==> config.mk <==
export PLATFORM = sky130hd
export DESIGN_NAME = lpht_ctrl
export DESIGN_NICKNAME = d
export VERILOG_FILES = /design/src/rtl/lpht_pkg.sv /design/src/rtl/lpht_ctrl.sv
export SDC_FILE = /design/constraint.sdc
export NUM_CORES = 1
export LEC_CHECK = 0
export ABC_CLOCK_PERIOD_IN_PS = 1800
export BUFFER_PORTS_ARGS = -buffer_cell sky130_fd_sc_hd__buf_4
export CAP_MARGIN = 10
export CORE_AREA = 3 3 40 42
export CTS_CLUSTER_DIAMETER = 50
export DETAILED_ROUTE_END_ITERATION = 10
export DIE_AREA = 0 0 43 45
export PLACE_DENSITY = 0.67
export SLEW_MARGIN = 20
export SYNTH_ARGS = -nofsm -noshare
export SYNTH_HDL_FRONTEND = slang
export SYNTH_SLANG_ARGS = --single-unit
==> constraint.sdc <==
create_clock -name clk -period 1.8 [get_ports clk]
set_input_delay 0.27 -clock clk [delete_from_list [all_inputs] [get_ports clk]]
set_output_delay 0.27 -clock clk [all_outputs]
set_load 0.02 [all_outputs]
==> src/rtl/lpht_pkg.sv <==
// Shared types, sizes and codes of the linear-probing hash table.
package lpht_pkg;

  localparam int CAPACITY = 256;
  localparam int SLOT_W   = $clog2(CAPACITY);
  localparam int CNT_W    = $clog2(CAPACITY + 1);
  localparam int KEY_W    = 32;
  localparam int VAL_W    = 32;
  localparam int FILL_W   = 8;
  localparam int ADDR_W   = 3;
  localparam int DATA_W   = 32;
  localparam logic [FILL_W-1:0] MAX_FILL_RESET = 8'd179;

  typedef enum logic [1:0] {
    OP_INSERT = 2'd0,
    OP_LOOKUP = 2'd1,
    OP_ERASE  = 2'd2,
    OP_CLEAR  = 2'd3
  } opcode_t;

  typedef enum logic [1:0] {
    ST_OK       = 2'd0,
    ST_DUP      = 2'd1,
    ST_NOTFOUND = 2'd2,
    ST_FULL     = 2'd3
  } status_t;

  typedef enum logic [0:0] {
    REG_MAX_FILL = 1'b0
  } reg_index_t;

  typedef enum logic [2:0] {
    S_IDLE,
    S_SRD,
    S_SCMP,
    S_GRD,
    S_GCMP,
    S_GPROBE,
    S_DONE
  } state_t;

  typedef struct packed {
    logic [1:0]       opcode;
    logic [KEY_W-1:0] lookup_key;
    logic [VAL_W-1:0] new_value;
  } in_req_t;

  typedef struct packed {
    logic [1:0]        status;
    logic [VAL_W-1:0]  found_value;
    logic [SLOT_W-1:0] slot_index;
    logic [CNT_W-1:0]  entry_count;
  } out_rsp_t;

  typedef struct packed {
    logic [KEY_W-1:0] key;
    logic [VAL_W-1:0] value;
  } slot_entry_t;

  // Controller to datapath.
  typedef struct packed {
    logic    load;
    logic    do_clear;
    logic    rd_ptr;
    logic    step_ptr;
    logic    do_insert;
    logic    do_erase;
    logic    rd_gap;
    logic    take_gap;
    logic    step_probe;
    logic    place_probe;
    logic    res_we;
    status_t res_code;
    logic    res_slot_we;
    logic    res_val_we;
    logic    out_load;
  } lpht_cmd_t;

  // Datapath to controller.
  typedef struct packed {
    opcode_t opcode;
    logic    occ_ptr;
    logic    ptr_wrap;
    logic    key_match;
    logic    fill_ok;
    logic    occ_gap;
    logic    gap_wrap;
    logic    occ_probe;
    logic    out_free;
  } lpht_status_t;

endpackage

==> src/rtl/lpht_ctrl.sv <==
// Operation sequencer of the hash table: probe, erase gap closing and result hand-off.
module lpht_ctrl (
  input  logic                 clk,
  input  logic                 rst_n,
  input  logic                 in_valid,
  output logic                 in_ready,
  input  lpht_pkg::lpht_status_t st,
  output lpht_pkg::lpht_cmd_t  cmd
);
  import lpht_pkg::*;

  state_t state_r, state_nxt;

  always_ff @(posedge clk) begin
    if (!rst_n) begin
      state_r <= S_IDLE;
    end else begin
      state_r <= state_nxt;
    end
  end

  always_comb begin
    state_nxt = state_r;
    case (state_r)
      S_IDLE: begin
        if (in_valid) begin
          state_nxt = S_SRD;
        end
      end
      S_SRD: begin
        if (st.opcode == OP_CLEAR || st.ptr_wrap || !st.occ_ptr) begin
          state_nxt = S_DONE;
        end else begin
          state_nxt = S_SCMP;
        end
      end
      S_SCMP: begin
        if (!st.key_match) begin
          state_nxt = S_SRD;
        end else if (st.opcode == OP_ERASE) begin
          state_nxt = S_GRD;
        end else begin
          state_nxt = S_DONE;
        end
      end
      S_GRD: begin
        if (st.gap_wrap || !st.occ_gap) begin
          state_nxt = S_DONE;
        end else begin
          state_nxt = S_GCMP;
        end
      end
      S_GCMP: state_nxt = S_GPROBE;
      S_GPROBE: begin
        if (!st.occ_probe) begin
          state_nxt = S_GRD;
        end
      end
      S_DONE: begin
        if (st.out_free) begin
          state_nxt = S_IDLE;
        end
      end
      default: state_nxt = S_IDLE;
    endcase
  end

  always_comb begin
    cmd = '0;
    cmd.res_code = ST_OK;
    in_ready = 1'b0;
    case (state_r)
      S_IDLE: begin
        in_ready = 1'b1;
        cmd.load = in_valid;
      end
      S_SRD: begin
        if (st.opcode == OP_CLEAR) begin
          cmd.do_clear = 1'b1;
        end else if (st.ptr_wrap || !st.occ_ptr) begin
          cmd.res_we = 1'b1;
          if (st.opcode == OP_INSERT) begin
            if (st.ptr_wrap || !st.fill_ok) begin
              cmd.res_code = ST_FULL;
            end else begin
              cmd.res_code    = ST_OK;
              cmd.res_slot_we = 1'b1;
              cmd.do_insert   = 1'b1;
            end
          end else begin
            cmd.res_code = ST_NOTFOUND;
          end
        end else begin
          cmd.rd_ptr = 1'b1;
        end
      end
      S_SCMP: begin
        if (!st.key_match) begin
          cmd.step_ptr = 1'b1;
        end else begin
          cmd.res_we      = 1'b1;
          cmd.res_slot_we = 1'b1;
          case (st.opcode)
            OP_INSERT: cmd.res_code = ST_DUP;
            OP_LOOKUP: begin
              cmd.res_code   = ST_OK;
              cmd.res_val_we = 1'b1;
            end
            OP_ERASE: begin
              cmd.res_code = ST_OK;
              cmd.do_erase = 1'b1;
            end
            default: cmd.res_code = ST_OK;
          endcase
        end
      end
      S_GRD: begin
        cmd.rd_gap = !(st.gap_wrap || !st.occ_gap);
      end
      S_GCMP: cmd.take_gap = 1'b1;
      S_GPROBE: begin
        if (st.occ_probe) begin
          cmd.step_probe = 1'b1;
        end else begin
          cmd.place_probe = 1'b1;
        end
      end
      S_DONE: cmd.out_load = st.out_free;
      default: ;
    endcase
  end

endmodule

==> results of run 1 <==
==> layout by cell type (no fill, tap or decap), types with 2 or more instances in the layout <==
cell type / Yosys / routed
nor3_1: 4 / 3
and3_1: 2 / 2
and2_1: 3 / 3
nor2b_1: 3 / 3
nand2b_1: 3 / 3
dfxtp_2: 0 / 2
nand2_1: 4 / 4
nor2_1: 7 / 7
buf_4: 0 / 31
a21oi_1: 3 / 3
clkbuf_4: 0 / 3
==> path summary, 6_finish.rpt <==
path,startpoint,to,slack (ns),depth (start not counted)
max,state_r[2],cmd[11],0.11,3
min reg2reg,state_r[0],state_r[2],0.71,3
min,rst_n,state_r[1],0.27,2
max reg2reg,state_r[1],state_r[2],0.49,5
==> repair_timing <==
item,CTS,global route
endpoints found under the setup margin,4,6
gates resized for setup,2,7
pin swaps,0,1
hold buffers,0,0
==> layer usage <==
metal	routed length (µm)	up-vias
met3	99	0
met4	0	0
met2	564	19
li1	-	281
met1	553	222
met5	0	-
==> kinds of logic after synthesis <==
group	synth area share, %
buffers and inverters	6.83
flip-flops	13.1
AO/OA/AOI/OAI	30.6
AND/OR/NAND/NOR	49.5
==> through the flow <==
step	setup WS [ns]	cell area, µm²	instances
finish	0.113	742	106
global route	0.0352	742	106
CTS	0.0156	711	106
detailed placement	0.215	682	102
global placement	0.220	682	102
floorplan	0.0724	458	59
==> power groups by stage <==
| stage | clock (mW) | sequential (mW) | combinational [mW] |
|---|---|---|---|
| global placement | 0 | 0.143 | 0.565 |
| global route | 0.132 | 0.165 | 0.634 |
| detailed placement | 0 | 0.141 | 0.565 |
| finish | 0.114 | 0.157 | 0.581 |
| floorplan | 0 | 0.111 | 0.433 |
| CTS | 0.120 | 0.145 | 0.567 |
==> cell usage after synthesis, types with 2 or more instances <==
master	number
nor3_1	4
nor4_1	2
nand2_1	4
a21oi_1	3
nor2b_1	3
and3_1	2
dfxtp_1	3
and2_1	3
nor2_1	7
buf_6	2
nand2b_1	3
==> worst max-delay path, stage by stage (launching register included) <==
cell     delay (ns)
dfxtp_2        0.37
or3b_4         0.42
nor4_2         0.22
buf_4          0.18
==> final cells by class <==
class	instances	area [µm²]
sequential	3	66.3
fill	136	543
multi-input combinational	52	394
clock buffer	4	26.3
timing repair buffer	31	233
tap	15	18.8
inverter	1	3.75
==> impl_metrics.py, run 1 <==
metrics = {
    "status": {
        "outcome": "complete, no violations",
    },
    "critical_path": {
        "cp.required_ns": 1.53,
        "endpoint_kind": "primary output",
        "critPathMaxFanout": 12,
        "startpoint_type": "flop",
        "crit_arrival_ns": 1.42,
        "crit_type": "flop to primary output",
    },
    "final_layout": {
        "regMostFlops": "state_r",
        "utilization_pct": 57.7,
        "largest_reg_flops": 3,
        "reg_top3": "state_r (3)",
        "num_antenna_cells": 0,
        "drive_above_1_share_pct": 54.9,
        "area_growth_pct": 62.0,
        "fin_nets": 105,
    },
    "global_routing": {
        "antenna_found_initial": 0,
        "grt_pass1_vias": 438,
        "gr-max-usage-layer": "met2",
        "grt.overflow.total": 0,
        "use_met3_pct": 3.19,
        "grt_pass1_wl_um": 2000,
        "grt_use_total_pct": 13.4,
        "grt_start_max_net_pins": 13,
        "global_route.usage.met2_pct": 20.1,
        "gr-usage-met1_pct": 18.6,
    },
    "timing": {
        "hold_viol": 0,
        "fin_tns_setup_ns": 0,
        "skew_ns": 0.00240,
        "slew_violations": 0,
        "maxSlewHeadroom_pct": 82.0,
        "tightest_slew_ns": 0.270,
        "setup-violations-final": 0,
        "rsz0062_at_grt": "false",
        "fmax_mhz": 593,
        "holdWs_ns": 0.268,
        "finalCritPeriodShare_pct": 93.7,
        "finalCriticalPeriod_ns": 1.69,
    },
    "synthesis": {
        "ys_seq_area_share_pct": 13.1,
        "async_flop_share_pct": 0,
        "syn_avg_cell_area_um2": 7.76,
        "ys.flop_type": "dfxtp_1",
        "yosys_warnings": 0,
        "synth_cell_types": 34,
        "netlist.top_cell.by_area": "dfxtp_1",
        "synth_seq_cells": 3,
        "synthCells": 59,
        "syn_area_um2": 458,
        "synth_edf_count": 0,
        "synth_top_cell_area_share_pct": 13.1,
        "synth_area_leaders": "dfxtp_1, a2111oi_4, nor2_1",
        "synth_fp_nets": 72,
    },
    "worst_hold_path": {
        "hold_class": "input pin to flop",
    },
    "power": {
        "combPwrFrac_pct": 68.2,
        "internal-power_uw": 470,
        "ir_drop_v": 0.000606,
        "p_total_uw": 852,
        "p_leak_nw": 0.349,
        "pwr-share-clk_pct": 13.4,
        "p_seq_share_pct": 18.4,
        "p_sw_share_pct": 44.8,
        "p_sw_uw": 382,
        "cellPowerDensity_nw_per_um2": 1150,
    },
    "clock_network": {
        "cts_sinks": 3,
        "clkLatencyLatePin_ns": 0.23,
        "cts_tree": "built",
        "cts.clk_slew.worst_paths_ns": 0.04,
        "cts_made_buffers": 3,
        "cts_setup_buffers": 0,
        "ctsLongestPathBuffers": 2,
        "cts-root-buf": "clkbuf_4",
        "htreeDepth": 1,
    },
    "detailed_routing": {
        "drc": 0,
        "totalWireLength_um": 1220,
        "final_antenna_net_count": 0,
        "firstDrtPassIters": 3,
        "first_iter_violations": 3,
        "wl_per_cell_um": 11.5,
        "vias": 522,
        "via_per_inst": 4.92,
    },
    "floorplan": {
        "die-area_um2": 1940,
        "core_um2": 1280,
        "die_x_um": 43,
        "initial_utilization_pct": 35.6,
        "ios": 30,
        "rows": 13,
        "dieHeight_um": 45,
    },
    "place": {
        "finalWeightedCongestion": 0.777,
        "hpwl_um": 1000,
        "portBuffers": 29,
    },
    "flow_run": {
        "cap_violations": 0,
    },
}
(Power assumes the default switching activity.)
==> run 2: changes to the inputs <==
Settings changed: SETUP_SLACK_MARGIN set to 0.3.
==> impl_metrics.py, run 2 (synthesis results as in run 1) <==
metrics = {
    "place": {
        "portBuffers": 29,
        "post_dp_cell_area_um2": 717,
        "finalWeightedCongestion": 0.797,
        "hpwl_um": 1110,
    },
    "detailed_routing": {
        "wl_per_cell_um": 12.8,
        "met3WireLength_um": 75,
        "firstDrtPassIters": 3,
        "final_antenna_net_count": 0,
        "drc": 0,
        "first_iter_violations": 6,
        "via_per_inst": 5.14,
        "vias": 606,
        "maxUsedRoutingLayer": "met4",
        "totalWireLength_um": 1510,
        "met1Wirelength_um": 632,
        "wl_met2_um": 785,
    },
    "global_routing": {
        "grt_pass1_wl_um": 2440,
        "grt_use_total_pct": 16.1,
        "grt_pass1_vias": 568,
        "grt_start_max_net_pins": 10,
        "grt.overflow.total": 0,
        "antenna_found_initial": 0,
    },
    "critical_path": {
        "crit_buf_inv": 1,
        "reg2reg_slack_ns": 0.35,
        "crit_slowest_cell": "or3b_4",
        "endpoint_kind": "primary output",
        "critPathMaxFanout": 5,
        "cpPeakStageDelay_ns": 0.42,
        "cp.required_ns": 1.53,
        "startpoint_type": "flop",
        "crit_type": "flop to primary output",
        "crit_arrival_ns": 1.40,
        "cp_top_family": "simple AND/OR/NAND/NOR gates",
        "crit_chain": "or3b_4 -> nor4_2 -> buf_4",
    },
    "power": {
        "p_leak_nw": 0.429,
        "cellPowerDensity_nw_per_um2": 1180,
        "ir_drop_v": 0.000834,
        "p_total_mw": 1.06,
    },
    "floorplan": {
        "core_um2": 1280,
        "ios": 30,
        "rows": 13,
        "die-area_um2": 1940,
        "dieHeight_um": 45,
        "initial_utilization_pct": 35.6,
        "die_x_um": 43,
    },
    "final_layout": {
        "area_growth_pct": 96.2,
        "num_antenna_cells": 0,
        "final_cell_mix": "buf_4, nor2_1, buf_6",
        "fin_area_um2": 898,
        "mostFrequentLayoutCell": "buf_4",
        "fin_nets": 117,
        "largest_reg_flops": 3,
        "drive_above_1_share_pct": 65.0,
        "regMostFlops": "state_r",
        "reg_top3": "state_r (3)",
    },
    "timing": {
        "skew_ns": 0.00519,
        "rsz0062_at_grt": "true",
        "setup-violations-final": 0,
        "finalCriticalPeriod_ns": 1.67,
        "hold_viol": 0,
        "tightest_slew_ns": 0.272,
        "maxSlewHeadroom_pct": 81.7,
        "finalCritPeriodShare_pct": 92.7,
        "slew_violations": 0,
        "fin_tns_setup_ns": 0,
        "fmax_mhz": 600,
    },
    "clock_network": {
        "cts-root-buf": "clkbuf_4",
        "cts_tree": "built",
        "clkLatencyLatePin_ns": 0.23,
        "ctsLongestPathBuffers": 2,
        "cts_sinks": 3,
        "cts_made_buffers": 3,
        "holdBufCountCts": 0,
        "cts.clk_slew.worst_paths_ns": 0.04,
        "htreeDepth": 1,
    },
    "worst_hold_path": {
        "hold_class": "input pin to flop",
    },
    "status": {
        "outcome": "complete, no violations",
    },
    "flow_run": {
        "cap_violations": 0,
    },
}
## run 2: area by class of cell
class / count / area [µm²]
Clock buffer: 4 / 26.3
Fill cell: 103 / 387
Inverter: 1 / 3.75
Multi-Input combinational cell: 52 / 437
Sequential cell: 3 / 66.3
Tap cell: 15 / 18.8
Timing Repair Buffer: 43 / 347
## run 2: path summary, 6_finish.rpt
kind | from | to | cells past startpoint
max | state_r[0] | cmd[11] | 3
min | rst_n | state_r[1] | 2
max reg2reg | state_r[0] | state_r[2] | 7
min reg2reg | state_r[0] | state_r[2] | 3
## run 2: what timing repair did
action / 4_1_cts / 5_1_grt
gates resized for setup: 9 / 10
gates cloned: 0 / 1
pin swaps: 5 / 5
endpoints found under the setup margin: 12 / 15
setup buffers: 8 / 2
## run 2: metal layers
| metal | up-vias | global-route usage [%] |
|---|---|---|
| met3 | 2 | 2.39 |
| met2 | 14 | 28.7 |
| li1 | 301 | - |
| met4 | 0 | 8.43 |
| met1 | 289 | 18.8 |
| met5 | - | 0 |
## run 2: power breakdown
part           internal, mW  switching, mW  total [mW]
Sequential            0.101         0.0249       0.126
Clock                0.0829         0.0326       0.116
Combinational         0.421          0.401       0.822
Total                 0.605          0.458        1.06
## run 2: per-stage QoR
stage	instances	worst slack [ns]	hold slack, ns	util, %
2_1_floorplan	59	0.284	0.387	-
3_3_place_gp	103	0.280	0.495	55.8
3_5_place_dp	103	0.254	0.499	55.8
4_1_cts	115	0.124	0.262	65.5
5_1_grt	118	0.0823	0.276	69.9
6_report	118	0.132	0.267	69.9
